**config.mk**
```make
export PLATFORM = sky130hd
export DESIGN_NAME = pfrt_div_cell
export DESIGN_NICKNAME = d
export VERILOG_FILES = /design/src/sv/pfrt_pkg.sv /design/src/sv/pfrt_div_cell.sv
export SDC_FILE = /design/constraint.sdc
export NUM_CORES = 1
export LEC_CHECK = 0
export BUFFER_PORTS_ARGS = -buffer_cell sky130_fd_sc_hd__buf_2
export CAP_MARGIN = 40
export CORE_ASPECT_RATIO = 0.75
export CORE_UTILIZATION = 40
export CTS_CLUSTER_SIZE = 16
export DETAILED_ROUTE_END_ITERATION = 8
export GPL_ROUTABILITY_DRIVEN = 0
export PLACE_DENSITY = 0.69
export SYNTH_ARGS = -nofsm -noshare
export SYNTH_HDL_FRONTEND = slang
export SYNTH_SLANG_ARGS = --single-unit
```
**constraint.sdc**
```tcl
create_clock -name clk -period 2.9 [get_ports clk]
set_input_delay 0.145 -clock clk [delete_from_list [all_inputs] [get_ports clk]]
set_output_delay 0.145 -clock clk [all_outputs]
set_load 0.03 [all_outputs]
```
**src/sv/pfrt_pkg.sv**
```systemverilog
// Shared types and constants of the pitchfork ring tether evaluator.
// No dependencies; every other file imports this package.
`default_nettype none

package pfrt_pkg;

    localparam int DATA_W     = 32;
    localparam int ROOT_W     = 64;
    localparam int SQRT_STEPS = ROOT_W / 2;
    localparam int DIV_STEPS  = DATA_W;
    localparam int MUL_STAGES = 2;
    localparam int CFG_IDX_W  = 2;

    localparam logic [CFG_IDX_W-1:0] CFG_MU     = 2'd0;
    localparam logic [CFG_IDX_W-1:0] CFG_ALPHA  = 2'd1;
    localparam logic [CFG_IDX_W-1:0] CFG_RADIUS = 2'd2;

    localparam logic [30:0] RADIUS_RESET = 31'd65536;

    localparam logic [DATA_W-1:0] SAT_MAX = 32'h7FFF_FFFF;
    localparam logic [DATA_W-1:0] SAT_MIN = 32'h8000_0000;

    typedef struct packed {
        logic signed [DATA_W-1:0] pos_x;
        logic signed [DATA_W-1:0] pos_y;
        logic signed [DATA_W-1:0] pos_z;
    } pos_t;

    typedef struct packed {
        logic signed [DATA_W-1:0] energy_out;
        logic signed [DATA_W-1:0] force_x;
        logic signed [DATA_W-1:0] force_y;
        logic signed [DATA_W-1:0] force_z;
        logic                     on_axis;
        logic                     saturated;
    } res_t;

endpackage

`default_nettype wire

```
**src/sv/pfrt_div_cell.sv**
```systemverilog
// One step of the pipelined restoring divider: shift in one dividend bit,
// subtract the divisor where it fits, emit one quotient bit. Uses pfrt_pkg.
`default_nettype none

module pfrt_div_cell import pfrt_pkg::*;
(
    input  wire logic              clk,
    input  wire logic              en,
    input  wire logic [DATA_W-1:0] rem_in,
    input  wire logic [DATA_W-1:0] low_in,
    input  wire logic [DATA_W-1:0] quo_in,
    input  wire logic [DATA_W-1:0] dvs_in,
    output logic      [DATA_W-1:0] rem_out,
    output logic      [DATA_W-1:0] low_out,
    output logic      [DATA_W-1:0] quo_out,
    output logic      [DATA_W-1:0] dvs_out
);

    logic [DATA_W:0]   shifted;
    logic              fits;
    logic [DATA_W:0]   diff;
    logic [DATA_W-1:0] rem_next;
    logic [DATA_W-1:0] rem_reg;
    logic [DATA_W-1:0] low_reg;
    logic [DATA_W-1:0] quo_reg;
    logic [DATA_W-1:0] dvs_reg;

    always_comb
    begin
        shifted  = {rem_in, low_in[DATA_W-1]};
        diff     = shifted - {1'b0, dvs_in};
        fits     = shifted >= {1'b0, dvs_in};
        rem_next = fits ? diff[DATA_W-1:0] : shifted[DATA_W-1:0];
    end

    always_ff @(posedge clk)
    begin
        if (en)
        begin
            rem_reg <= rem_next;
            low_reg <= {low_in[DATA_W-2:0], 1'b0};
            quo_reg <= {quo_in[DATA_W-2:0], fits};
            dvs_reg <= dvs_in;
        end
    end

    assign rem_out = rem_reg;
    assign low_out = low_reg;
    assign quo_out = quo_reg;
    assign dvs_out = dvs_reg;

endmodule

`default_nettype wire

```
# Word level (Yosys, flattened, before mapping)
# Cells that the tools add are included.
totals:
  reg_bits: 127
  latchBits: 0
  ram_bits: 0
  rom_bits: 0
  memories: 0
op_classes:
  addsub: 1
  n_mul: 0
  div_mod_pow: 0
  magnitude_cmp: 1
  n_eq_ne: 0
  n_shift: 0
  muxes: 1
  n_bitwise: 0
  n_reduce_logical: 0
op_table:
  columns: ["operator", "n"]
  rows:
  - ["$ge 33x32->1", 1]
  - ["$mux 32", 1]
  - ["$sub 32x32->32", 1]

# Longest topological paths before layout
logic_depth:
  depth_word: 2
  ltp_mapped: 13
  ltp_nobuf: 11

# Worst setup path before layout
# No wires, ideal clock.
synth_timing:
  path_type: "input -> register"
  startpoint: "input dvs_in[23]"
  endpoint: "register rem_reg[14] (netlist: rem_out[14]) (data pin)"
  setup_ps: 260
  arrival_ps: 2237
  path_slack_ps: 403
  stages: 11
  n_path_buf: 2
  path_cell_list: "inv_1 > ha_1 > buf_6 > and3_1 > o21a_1 > a311oi_2 > o21ai_1 > or3b_1 > o21a_1 > buf_6 > mux2_4"
synth_between:
  elab_chain_cells: 2
synth_lines:
  columns: ["element", "line_no", "rtl"]
  rows:
  - ["from (decl)", "pfrt_div_cell.sv:12", "input wire logic [DATA_W-1:0] dvs_in,"]
  - ["$ge 33x32->1", "pfrt_div_cell.sv:32", "fits = shifted >= {1'b0, dvs_in};"]
  - ["$mux 32", "pfrt_div_cell.sv:33", "rem_next = fits ? diff[DATA_W-1:0] : shifted[DATA_W-1:0];"]
  - ["net rem_next[14]", "pfrt_div_cell.sv:22", "logic [DATA_W-1:0] rem_next;"]
  - ["to (signal assigned)", "pfrt_div_cell.sv:40", "rem_reg <= rem_next;"]
  - ["to (decl)", "pfrt_div_cell.sv:23", "logic [DATA_W-1:0] rem_reg;"]
# The timed path passes the listed nets, and every way through them passes these cells.
# A chain may end at the register's enable or synchronous reset.

# Final worst setup path
layout_timing:
  startpoint: "input dvs_in[26]"
  endpoint: "register rem_reg[14] (netlist: rem_out[14]) (data pin)"
# Same word-level chain as after synthesis.

==> metrics.sh <==
GLOBAL_ROUTE.USAGE.TOTAL_PCT=22.60
WORST-SETUP-PATH-TYPE='input port to flip-flop'
OUTCOME='finished clean'
TIMING.CRITICAL_PATH.TO_TYPE='flip-flop'
MAXCAPVIOLCOUNT=0
WORST_PATH_LARGEST_CELL_DELAY_NS=0.54
DETAIL_ROUTE.WL_PER_CELL_UM=17.22
MAX_SLEW.WORST_PIN.SLEW_NS=0.6510
AREAGROWTHSYNTHTOFINISH_PCT=53.37
SEQUENTIALPOWERSHARE_PCT=38.3
DIE-AREA_MM2=0.01589
POWER_SWITCHING_SHARE_PCT=29.28
MAX_CLOCK_FREQ_MHz=351.1
CRITICAL_PATH.SLOWEST_CELL='dlygate4sd3_1'
SYNTH_SEQ_CELLS=127
H-TREE-DEPTH=4
CRITICAL_PATH.CELL_CHAIN='dlygate4sd3_1 -> buf_2 -> inv_1 -> ha_2 -> nand3_2 -> nand2b_1 -> nor4_2 -> a31oi_1 -> or3b_1 -> o21a_2 -> buf_12 -> mux2_4'
FILL_CELLS=1142
YS.WARNINGS.COUNT=0
GRT_ANTENNA_BEFORE_REPAIR=0
NUMCTSBUFFERS=17
SYNTHDISTINCTLIBCELLS=50
ANT_NETS=0
LEAKAGE_nW=4.201
INITIAL_CORE_UTIL_PCT=41.74
NUMBER_OF_FAILING_SETUP_ENDPOINTS_IN_THE_FINAL_TIMING_REPORT=0
CTS-ROOT-BUF='clkbuf_16'
DRT_PRE_ANTENNA_ITERS=5
GRT_MAX_DEGREE=69
DIE_OUTLINE_HEIGHT_UM=109.4
SYNTH_AREA_LEADER_CELL='edfxtp_1'
POSTSYNTH.ASYNCRESETSHARE_PCT=0
GRT_PASS1_WL_MM=27.36
CTS_SINKS=127
SYNTH.CELLS.MOST_FREQUENT='127 x edfxtp_1, 54 x a21oi_1, 46 x inv_1, 37 x nor2_1, 32 x ha_1'
PORT_BUFFERS=255
PLACEMENT.CELL_AREA_MM2=0.007747
MAXSLEWHEADROOM_PCT=56.60
VIAS_PER_CELL=4.948
POWER.CLOCK.FRACTION_PCT=37.1
DP.FINAL_HPWL_MM=11.79
YOSYSSEQAREASHARE_PCT=61.99
TIMING_HOLD_VIOLATIONS_FINAL=0
LAYOUT_WORST_PATH_CYCLE_SHARE_PCT=98.20
ROWS=38
SYNTH_NETS=651
NET_COUNT_REPORTED_AT_FINISH=1022
P_PER_AREA_mW_PER_MM2=636.6
CRIT_PATH_MAX_FANOUT=19
FINAL_DESIGN_AREA_NO_FILL_MM2=0.009435
TIMING.CRITICAL_PATH.REQUIRED_NS=3.07
CTS_TREE='done'
LAYOUT-DRIVE-GT1-SHARE_PCT=38.97
COREAREA_MM2=0.01474
WORST_HOLD_PATH_TYPE='input port to flip-flop'
NUMBER_OF_GLOBAL_ROUTE_VIAS_BEFORE_REPAIR=5413
SYNTHESIS.AREA_MM2=0.006152
FINAL_MAX_SLEW_VIOL_COUNT=0
CELL_INTERNAL_PWR_mW=4.248
P_COMB_SHARE_PCT=24.6
WORSTSETUPSTARTPOINTTYPE='input port'
GLOBAL_ROUTE.OVERFLOW_TOTAL=0
VDD_IR_DROP_MAX_uV=393.6
WORSTPATHARRIVAL_NS=3.02
DETAIL_ROUTE.ITER0.VIOLATIONS=253
DRC_ERRORS=0
WL_MM=18.45
SYN_INST=488
SYNTH-EDFF-COUNT=127
SYNTH_AREA_PER_CELL_UM2=12.61
POST-ROUTE-UTIL_PCT=64.02
IO_PINS=258
POST_SYNTH_MAIN_AREA_CONTRIBUTORS='edfxtp_1 62%, ha_1 6.5%, a21oi_1 4.4%'
SWITCHING_POWER_mW=1.759
FINAL_CRITICAL_DELAY_INCLUDING_SETUP_AND_EXTERNAL_DELAYS_NS=2.848
VIA_COUNT=5299
YOSYS_MOST_USED_DFF='edfxtp_1'
LEADING_CELL_TYPE_BY_NUMBER_OF_INSTANCES_AFTER_SYNTHESIS='edfxtp_1'
DIE_WIDTH_UM=145.2
YOSYS.AREA.TOP_TYPE_SHARE_PCT=61.99
CLOCK_PATH_BUFFERS=2
CTS.CLK_SLEW.WORST_PATHS_NS=0.06
-- cells in the final DEF, fill, tap and decap left out, types with 4 or more instances in the layout --
cell / Yosys / routed
mux2_4: 8 / 8
a2111oi_2: 0 / 4
clkinv_4: 0 / 6
xnor2_1: 16 / 16
o21a_1: 6 / 5
inv_1: 46 / 46
nand4_1: 8 / 8
bufinv_16: 0 / 4
dlygate4sd3_1: 0 / 94
ha_1: 32 / 30
a21o_1: 8 / 8
a21oi_1: 54 / 53
o21bai_1: 5 / 5
nand2_1: 24 / 24
edfxtp_1: 127 / 127
buf_4: 2 / 17
xor2_1: 10 / 10
buf_2: 5 / 254
nand2b_1: 7 / 7
clkbuf_16: 0 / 18
o21ai_0: 17 / 17
nor2_1: 37 / 35
nand3_1: 8 / 7
o31ai_1: 7 / 6
-- registers in the layout, summed over array words and instances (netlist names) --
name and cells:
dvs_out 32, low_out 31, quo_out 32, rem_out 32
-- critical path, delay by kind of cell --
| kind | cells | cell delay, ns |
|---|---|---|
| fa+ha+maj | 1 | 0.32 |
| simple gates | 4 | 0.82 |
| mux | 1 | 0.30 |
| buf+inv | 4 | 0.93 |
| compound gates | 2 | 0.49 |
-- power by group through the flow --
stage                     sequential [mW]  combinational (mW)  clock, mW
after floorplan                      2.72               0.481          0
after CTS                            2.30                1.43       2.27
after detailed placement             2.33                1.31          0
after global routing                 2.31                1.58       2.34
after global placement               2.33                1.29          0
final                                2.30                1.48       2.23
-- worst paths after layout --
path | slack, ns | from | end | cells after the start
worst max-delay path | 0.05 | dvs_in[26] | rem_out[14]$_DFFE_PP_ | 12
worst min-delay path | 0.03 | rem_in[2] | rem_out[3]$_DFFE_PP_ | 2
-- layout make-up --
class | count | area, um^2 | area share [%]
Antenna cell | 1 | 2.502 | 0.02652
Sequential cell | 127 | 3814 | 40.42
Multi-Input combinational cell | 297 | 2143 | 22.72
Timing Repair Buffer | 370 | 2436 | 25.82
Tap cell | 200 | 250.2 | 2.652
Inverter | 46 | 172.7 | 1.830
Clock inverter | 13 | 191.4 | 2.029
Clock buffer | 17 | 425.4 | 4.509
-- cell families after synthesis --
group,share of synthesized area (%)
xor+xnor,3.701
buf+inv,4.739
fa+ha+maj,6.833
flops,61.99
compound gates,11.90
simple gates,8.501
other cells,0.06095
mux,2.278
-- routing by layer --
layer,track usage (%),routed length [um],up-vias
met2,40.18,9391,214
met1,26.18,7463,2520
li1,-,-,2535
met5,0,0,-
met3,6.722,1303,30
met4,8.271,286,0
-- per-stage QoR --
stage / setup WS (ns) / hold slack [ns] / total power, mW / setup TNS, ns / std cells
after floorplan: 0.4029 / 0.2439 / 3.199 / 0 / 488
after global routing: -0.04389 / 0.04290 / 6.233 / -0.2350 / 1070
after CTS: 0.03260 / 0.01774 / 5.993 / 0 / 1068
after detailed placement: -0.002550 / 0.3234 / 3.645 / -0.002550 / 944
final: 0.05212 / 0.02809 / 6.007 / 0 / 1071
after global placement: 0.06645 / 0.3218 / 3.619 / 0 / 944
-- repair_timing --
action,4_1_cts,5_1_grt
setup endpoints to repair,0,14
endpoints found under the hold margin,94,0
hold buffers,94,0
buffers inserted,0,1
gates resized for setup,0,22
No activity file was read; power rests on OpenSTA's default activity.
