[src/sv/pfrt_pkg.sv]
// Shared types and constants of the pitchfork ring tether evaluator.
// No dependencies; every other file imports this package.
`default_nettype none

package pfrt_pkg;

    localparam int DATA_W     = 32;
    localparam int ROOT_W     = 64;
    localparam int SQRT_STEPS = ROOT_W / 2;
    localparam int DIV_STEPS  = DATA_W;
    localparam int MUL_STAGES = 2;
    localparam int CFG_IDX_W  = 2;

    localparam logic [CFG_IDX_W-1:0] CFG_MU     = 2'd0;
    localparam logic [CFG_IDX_W-1:0] CFG_ALPHA  = 2'd1;
    localparam logic [CFG_IDX_W-1:0] CFG_RADIUS = 2'd2;

    localparam logic [30:0] RADIUS_RESET = 31'd65536;

    localparam logic [DATA_W-1:0] SAT_MAX = 32'h7FFF_FFFF;
    localparam logic [DATA_W-1:0] SAT_MIN = 32'h8000_0000;

    typedef struct packed {
        logic signed [DATA_W-1:0] pos_x;
        logic signed [DATA_W-1:0] pos_y;
        logic signed [DATA_W-1:0] pos_z;
    } pos_t;

    typedef struct packed {
        logic signed [DATA_W-1:0] energy_out;
        logic signed [DATA_W-1:0] force_x;
        logic signed [DATA_W-1:0] force_y;
        logic signed [DATA_W-1:0] force_z;
        logic                     on_axis;
        logic                     saturated;
    } res_t;

endpackage

`default_nettype wire

[src/sv/pfrt_sqrt_cell.sv]
// One step of the pipelined integer square root: settle one result bit.
// Depends on pfrt_pkg for the root width.
`default_nettype none

module pfrt_sqrt_cell import pfrt_pkg::*;
#(
    parameter int STEP = 0
)
(
    input  wire logic              clk,
    input  wire logic              en,
    input  wire logic [ROOT_W-1:0] rem_in,
    input  wire logic [ROOT_W-1:0] root_in,
    output logic      [ROOT_W-1:0] rem_out,
    output logic      [ROOT_W-1:0] root_out
);

    localparam logic [ROOT_W-1:0] BIT = ROOT_W'(1) << (ROOT_W - 2 - 2 * STEP);

    logic [ROOT_W-1:0] trial;
    logic              fits;
    logic [ROOT_W-1:0] rem_next;
    logic [ROOT_W-1:0] root_next;
    logic [ROOT_W-1:0] rem_reg;
    logic [ROOT_W-1:0] root_reg;

    always_comb
    begin
        trial     = root_in + BIT;
        fits      = rem_in >= trial;
        rem_next  = fits ? rem_in - trial : rem_in;
        root_next = fits ? (root_in >> 1) + BIT : root_in >> 1;
    end

    always_ff @(posedge clk)
    begin
        if (en)
        begin
            rem_reg  <= rem_next;
            root_reg <= root_next;
        end
    end

    assign rem_out  = rem_reg;
    assign root_out = root_reg;

endmodule

`default_nettype wire

[config.mk]
export PLATFORM = sky130hd
export DESIGN_NAME = pfrt_sqrt_cell
export DESIGN_NICKNAME = d
export VERILOG_FILES = /design/src/sv/pfrt_pkg.sv /design/src/sv/pfrt_sqrt_cell.sv
export SDC_FILE = /design/constraint.sdc
export NUM_CORES = 1
export LEC_CHECK = 0
export BUFFER_PORTS_ARGS = -buffer_cell sky130_fd_sc_hd__buf_2
export CORE_MARGIN = 2
export CORE_UTILIZATION = 48
export DETAILED_ROUTE_END_ITERATION = 6
export GPL_ROUTABILITY_DRIVEN = 0
export PLACE_DENSITY_LB_ADDON = 0.1
export SKIP_LAST_GASP = 1
export SLEW_MARGIN = 10
export SYNTH_ARGS = -nofsm -noshare
export SYNTH_HDL_FRONTEND = slang
export SYNTH_SLANG_ARGS = --single-unit
[constraint.sdc]
create_clock -name clk -period 3.3 [get_ports clk]
set_input_delay 0.66 -clock clk [delete_from_list [all_inputs] [get_ports clk]]
set_output_delay 0.66 -clock clk [all_outputs]
set_load 0.02 [all_outputs]
### Word level (Yosys, flattened, before mapping)

Index checks and enable logic that the tools add are counted.

* output and inout bits: 128
* flip-flop bits (word level): 128
* input bits: 130

* $lt $le $gt $ge: 1
* $add $sub $neg: 3
* muxes and demuxes: 2

Operators by type and width (count)
* 63-bit by 63-bit adder with 64-bit output (second input constant): 1
* 64-bit by 63-bit adder with 64-bit output (second input constant): 1
* 64-bit greater-or-equal comparator: 1
* 64-bit two-way mux: 1
* 64-bit subtractor: 1
* 63-bit two-way mux: 1

### Longest topological paths before layout

Gate-level depths: netlist (run 1).

* word-level depth: 3
* depth in mapped cells: 14
* mapped depth without buffers: 13

### Least setup slack after synthesis (run 1)

Ideal clock, no wire load.

* path type: input port to flip-flop
* start point: in root_in[16]
* end point: reg rem_reg[60], in the netlist rem_out[60], data pin
* arrival: 3.262 ns
* path buffers: 0
* setup slack: -0.220 ns
* stages: 12
* required time: 3.043 ns
* cell sequence: inv_1 -> ha_1 -> and2_1 -> nand3_1 -> or3_1 -> a41o_1 -> nor3_2 -> o21ai_1 -> o41ai_4 -> or4b_1 -> a21oi_1 -> nor3_1

* longest elaborated chain between the ends: 3
* elaborated cells on any way between the ends: 4
* those cells by class: add/sub: 2; order compare: 1; mux: 1

RTL lines
* start, declared: RTL line pfrt_sqrt_cell.sv:13 `input wire logic [ROOT_W-1:0] root_in,`
* 64-bit by 63-bit adder with 64-bit output (*): RTL line pfrt_sqrt_cell.sv:29 `trial = root_in + BIT;`
* 64-bit subtractor or 64-bit greater-or-equal comparator (tied branches): RTL line pfrt_sqrt_cell.sv:31, pfrt_sqrt_cell.sv:30
* 64-bit two-way mux (*): RTL line pfrt_sqrt_cell.sv:31 `rem_next = fits ? rem_in - trial : rem_in;`
* via rem_next[60]: RTL line pfrt_sqrt_cell.sv:22 `logic [ROOT_W-1:0] rem_next;`
* end signal, assigned: RTL line pfrt_sqrt_cell.sv:39 `rem_reg <= rem_next;`
* end, declared: RTL line pfrt_sqrt_cell.sv:24 `logic [ROOT_W-1:0] rem_reg;`

The timed path passes the listed nets; every way through them passes the cells marked *.
A chain may end at the register's enable or synchronous reset.

### Worst setup path after layout (run 1)

* start point: in root_in[13]
* end point: reg rem_reg[60], in the netlist rem_out[60], data pin

The elaborated chain is that of the path after synthesis.

==> flow_metrics.py, run 1 <==
metrics = {
    "job": {
        "maxCapViolCount": 0,
    },
    "sta": {
        "worst_pin_slew_ns": 0.481,
        "setup_violations": 0,
        "timing.final.crit_share": 0.998,
        "tns_ns": 0,
        "maxClockFrequency_ghz": 0.303,
        "hold_violations": 0,
        "grt_setup_unrepaired": "yes",
        "maxSlewViolCount": 0,
        "fin_crit_ns": 3.30,
        "whs_ns": 0.410,
        "maxSlewHeadroom": 0.676,
    },
    "final_layout": {
        "n_fill_cell": 1397,
        "final_cell_mix": "buf_2, buf_4, edfxtp_1",
        "fin_nets": 1497,
        "fin_cells": 1541,
        "final_common_cell": "buf_2",
        "layout-drive-gt1-share": 0.398,
        "syn_to_final_growth_pct": 43.8,
    },
    "placement": {
        "dp.cells": 1495,
        "io_buffers": 257,
        "dp_hpwl_microns": 19300,
    },
    "synth": {
        "synth.distinct_cells": 58,
        "synth-seq-area-share": 0.446,
        "synth_compound_area_frac": 0.198,
        "synth_mux_area_frac": 0.0195,
        "synthSimpleGateAreaFrac": 0.132,
        "synth_warnings": 0,
        "ys_seq_elements": 128,
        "synth_top_area_cell": "edfxtp_1",
        "syn_avg_cell_area_sq_um": 9.73,
        "synth_edf_count": 128,
        "synth-async-reset-ratio": 0,
        "synth.area.top_cells": "edfxtp_1, ha_1, a21oi_1",
        "netlist_area_sq_um": 8610,
        "synthXorXnorAreaFrac": 0.0570,
        "synthFlopType": "edfxtp_1",
        "synth_fa_ha_area_frac": 0.0953,
        "postSynthCellCount": 885,
        "synth_top_area_frac": 0.446,
        "synth_nets": 1080,
        "synth_top_family_by_area": "compound AO/OA/AOI/OAI gates",
    },
    "pwr": {
        "powerDensity_nw_per_um2": 477,
        "leakage_nw": 5.85,
        "peakVddDrop_v": 0.000372,
        "finalPower_mw": 5.90,
    },
    "clock_tree": {
        "htreeDepth": 4,
        "cts_hold_buf": 0,
        "clkTransAtPathRegs_ns": 0.06,
        "cts_buffer_depth": 2,
        "cts.sinks": 128,
        "cts_root_buf": "clkbuf_16",
        "cts_buffers": 17,
        "cts_tree": "done",
    },
    "worst_setup_path": {
        "critPathCaptureType": "flop",
        "critPathSlowestCell": "or4b_4",
        "criticalPathCategory": "input port to flop",
        "crit_path_end": "rem_out[60]",
        "worstPathArrival_ns": 3.47,
        "worstPathRequired_ns": 3.48,
        "path_max_fanout": 5,
        "path_cells": "buf_2, inv_2, ha_4, a21oi_2, o211ai_1, o2111ai_2, buf_4, nor4bb_4, nor3_2, o21ai_2, o41ai_4, buf_12, or4b_4, a21oi_4, nor3_2",
        "cp_top_family": "compound AO/OA/AOI/OAI gates",
        "cpPeakStageDelay_ns": 0.47,
        "critPathLaunch": "root_in[13]",
        "cp.depth": 15,
        "worstSetupStartpointType": "input port",
        "worst_path_most_repeated_cell": "nor3_2",
        "crit_buf_inv": 4,
    },
    "detailed_routing": {
        "post_drt_wl_per_cell_microns": 16.4,
        "vias_per_cell": 5.34,
        "drt-initial-drc-count": 613,
        "drtAntennaViolNets": 0,
        "drc_errors": 0,
        "routed_wl_microns": 25300,
        "via_count": 8235,
        "first_pass_iters": 5,
    },
    "global_route": {
        "grt_pass1_vias": 7929,
        "grt_first_pass_wirelength_microns": 38200,
        "antenna_found_initial": 1,
        "grt_use_total": 0.258,
        "grt.overflow.total": 0,
        "grt_start_max_net_pins": 68,
    },
    "outcome": {
        "status": "finished clean",
    },
    "hold_path": {
        "hold_class": "input port to flop",
    },
    "floorplan": {
        "fp.dieH_microns": 138,
        "initial_core_util": 0.494,
        "rows": 48,
        "die_w_microns": 138,
        "ios": 258,
        "die-area_sq_um": 19000,
        "core_area_sq_um": 17400,
    },
}
==> cells in the mapped netlist, drive strengths merged, types with 4 or more instances <==
master	instances
a211oi	4
a21boi	5
a21o	49
a21oi	111
a31oi	7
a41oi	5
and2	10
and3	13
buf	11
clkbuf	26
edfxtp	128
ha	64
inv	78
mux2	14
nand2	52
nand3	14
nand4	18
nor2	82
nor2b	10
nor3	12
o211ai	7
o21a	7
o21ai	43
o21bai	11
o31a	5
or2	4
or3	4
xnor2	36
xor2	20
==> final cells by class <==
cell class	count	area, sq um	share of cell area
Tap cell	225	282	0.0227
Clock buffer	19	433	0.0350
Timing Repair Buffer	435	2760	0.223
Inverter	78	298	0.0241
Multi-Input combinational cell	642	4640	0.375
Sequential cell	128	3840	0.310
Antenna cell	1	2.50	0.000202
Clock inverter	13	121	0.00980
==> metrics by stage <==
| stage | setup WS (ns) | area [sq um] | utilization |
|---|---|---|---|
| 2_1_floorplan | -0.0121 | 8650 | - |
| 3_3_place_gp | -0.442 | 11400 | 0.652 |
| 3_5_place_dp | -0.534 | 11400 | 0.652 |
| 4_1_cts | 0.0313 | 11900 | 0.684 |
| 5_1_grt | -0.0979 | 12400 | 0.711 |
| 6_report | 0.00499 | 12400 | 0.711 |
==> metal layers <==
| metal | up-vias | routed length [microns] | GRT usage |
|---|---|---|---|
| met1 | 3846 | 11000 | 0.340 |
| met4 | 0 | 551 | 0.0856 |
| met5 | - | 0 | 0 |
| met3 | 37 | 1570 | 0.0442 |
| li1 | 4057 | - | - |
| met2 | 295 | 12200 | 0.431 |
==> how the worst min path moves through the flow <==
stage                startpoint           end  slack [ns]  depth (start not counted)
global route        root_in[16]  root_out[15]        0.40                          1
floorplan            root_in[1]   root_out[0]        0.76                          0
global placement     root_in[6]   root_out[5]        0.85                          1
CTS                  root_in[6]   root_out[5]        0.41                          1
detailed placement  root_in[59]  root_out[58]        0.85                          1
finish              root_in[16]  root_out[15]        0.41                          1
==> logic make-up after synthesis <==
| logic type | after synthesis |
|---|---|
| AOI/OAI and AO/OA | 272 |
| and+or+nand+nor | 234 |
| DFF | 128 |
| buffers and inverters | 115 |
| adders and majority gates | 65 |
| xor gates and xnor gates | 56 |
| muxes | 15 |
==> sequential cells by signal, summed over array words and instances, names as in the netlist <==
name,count
root_out,64
rem_out,64
==> power breakdown <==
group	total (mW)	internal [mW]	switching [mW]
Sequential	2.08	2.03	0.0506
Clock	1.82	1.10	0.724
Combinational	2.00	0.891	1.11
==> timing repair <==
item,CTS,global route
pin swaps,0,21
buffers inserted,0,11
endpoints found under the hold margin,0,0
cloned,0,2
gates resized for setup,2,59
endpoints found under the setup margin,23,35
No activity file was read; power rests on OpenSTA's default activity.
==> run 2, diff against run 1 <==
- ABC_AREA: unset -> 1
- CORE_UTILIZATION: 48 -> 49
==> flow_metrics.py, run 2 <==
metrics = {
    "hold_path": {
        "hold_class": "input port to flop",
    },
    "global_route": {
        "antenna_found_initial": 2,
        "use_met2": 0.443,
        "grt_first_pass_wirelength_microns": 52600,
        "met3_usage": 0.0634,
        "busiest_layer": "met2",
        "use_met1": 0.398,
        "grt.overflow.total": 0,
        "grt_start_max_net_pins": 54,
        "grt_use_total": 0.283,
        "grt_pass1_vias": 10400,
    },
    "floorplan": {
        "rows": 54,
        "die_w_microns": 154,
        "die-area_sq_um": 23600,
        "core_area_sq_um": 21900,
        "fp.dieH_microns": 154,
        "ios": 258,
        "initial_core_util": 0.501,
    },
    "clock_tree": {
        "postCtsResizedCells": 0,
        "cts_buffer_depth": 2,
        "clkTransAtPathRegs_ns": 0.07,
        "cts_tree": "done",
        "htreeDepth": 4,
        "cts_buffers": 17,
        "cts_root_buf": "clkbuf_16",
        "cts.sinks": 128,
        "cts_hold_buf": 0,
        "cts_setup_buffers": 0,
    },
    "worst_setup_path": {
        "worstPathArrival_ns": 2.98,
        "criticalPathCategory": "input port to flop",
        "path_cells": "buf_2, xnor2_1, ha_1, nand2_1, o21ai_0, a21oi_1, nand2_1, nor2_1, nand2_4, inv_4, buf_4, nand2_1, nand2_1",
        "critPathSlowestCell": "buf_4",
        "worstPathRequired_ns": 3.60,
        "critPathCaptureType": "flop",
        "cp_top_family": "simple AND/OR/NAND/NOR gates",
        "worst_path_most_repeated_cell": "nand2_1",
        "cpPeakStageDelay_ns": 0.34,
        "path_max_fanout": 37,
        "worstSetupStartpointType": "input port",
        "crit_buf_inv": 3,
    },
    "sta": {
        "maxSlewHeadroom": 0.682,
        "timing.final.crit_share": 0.811,
        "whs_ns": 0.411,
        "setup_violations": 0,
        "tns_ns": 0,
        "hold_violations": 0,
        "grt_setup_unrepaired": "no",
        "fin_crit_ns": 2.67,
        "worst_pin_slew_ns": 0.476,
        "maxClockFrequency_ghz": 0.374,
        "maxSlewViolCount": 0,
    },
    "final_layout": {
        "fin_nets": 2178,
        "final_common_cell": "nand2_1",
        "final_cell_mix": "nand2_1, inv_1, buf_2",
        "syn_to_final_growth_pct": 20.5,
        "layout-drive-gt1-share": 0.165,
    },
    "synth": {
        "synth_nets": 1907,
        "ys_top_cells_by_count": "nand2_1, inv_1, edfxtp_1, nor2_1, nand3_1",
        "synth.area.top_cells": "edfxtp_1, nand2_1, inv_1",
        "synth_top_area_frac": 0.351,
        "synth_warnings": 0,
        "synthFlopType": "edfxtp_1",
        "ys_seq_elements": 128,
        "synth-seq-area-share": 0.351,
        "synth_edf_count": 128,
        "yosysMostFrequentCell": "nand2_1",
        "synth-async-reset-ratio": 0,
        "syn_avg_cell_area_sq_um": 6.40,
        "netlist_area_sq_um": 11000,
        "synth.distinct_cells": 29,
        "synth_top_area_cell": "edfxtp_1",
        "postSynthCellCount": 1712,
    },
    "detailed_routing": {
        "via_count": 11300,
        "post_drt_wl_per_cell_microns": 15.0,
        "drc_errors": 0,
        "drtAntennaViolNets": 0,
        "vias_per_cell": 4.95,
        "drt-initial-drc-count": 1138,
        "routed_wl_microns": 34100,
        "first_pass_iters": 6,
    },
    "outcome": {
        "status": "finished clean",
    },
    "pwr": {
        "pwr-share-clk": 0.336,
        "powerDensity_nw_per_um2": 463,
        "leakage_nw": 7.81,
        "switching_share": 0.359,
        "p_comb_frac": 0.322,
        "power.switching_mw": 2.19,
        "peakVddDrop_v": 0.000350,
        "intPower_mw": 3.92,
        "p_seq_frac": 0.342,
        "finalPower_mw": 6.11,
    },
    "placement": {
        "io_buffers": 257,
        "dp_hpwl_microns": 27600,
    },
    "job": {
        "maxCapViolCount": 0,
    },
}
[run 2: metrics by stage]
step | utilization | instances | setup slack, ns | cell area (sq um)
4_1_cts | 0.603 | 2275 | 0.705 | 13200
2_1_floorplan | - | 1712 | 0.656 | 11000
5_1_grt | 0.603 | 2275 | 0.505 | 13200
6_report | 0.603 | 2276 | 0.625 | 13200
3_3_place_gp | 0.575 | 2244 | 0.335 | 12600
3_5_place_dp | 0.575 | 2244 | 0.257 | 12600
[run 2: layout make-up]
type | instances | area [sq um]
Fill cell | 2208 | 8690
Multi-Input combinational cell | 1164 | 5480
Sequential cell | 128 | 3840
Inverter | 407 | 1530
Timing Repair Buffer | 265 | 1380
Clock buffer | 18 | 429
Tap cell | 280 | 350
Clock inverter | 13 | 188
Antenna cell | 1 | 2.50
[run 2: power groups by stage]
stage	registers, mW	logic (mW)	clock network (mW)
2_1_floorplan	2.38	1.03	0
3_3_place_gp	2.12	1.90	0
3_5_place_dp	2.12	1.94	0
4_1_cts	2.09	1.95	2.07
5_1_grt	2.11	2.16	2.13
6_report	2.09	1.97	2.05
[run 2: path summary, 6_finish.rpt]
kind,startpoint,end,slack (ns),depth (start not counted)
min,root_in[58],root_out[57],0.41,1
max,root_in[63],rem_out[32],0.63,13
[run 2: per-layer routing]
metal	routed length, microns	vias up
met5	14	-
met4	672	2
met3	3490	54
met2	14900	567
met1	15100	4946
li1	-	5696
[run 2: kinds of logic (layout without fill, tap and decap cells)]
family | Yosys count | after routing | synth area share
and+or+nand+nor | 1015 | 1015 | 0.376
buffers and inverters | 420 | 703 | 0.149
DFF | 128 | 128 | 0.351
adders and majority gates | 65 | 65 | 0.0749
AOI/OAI and AO/OA | 52 | 52 | 0.0241
xor gates and xnor gates | 32 | 32 | 0.0256
other | 0 | 1 | 0
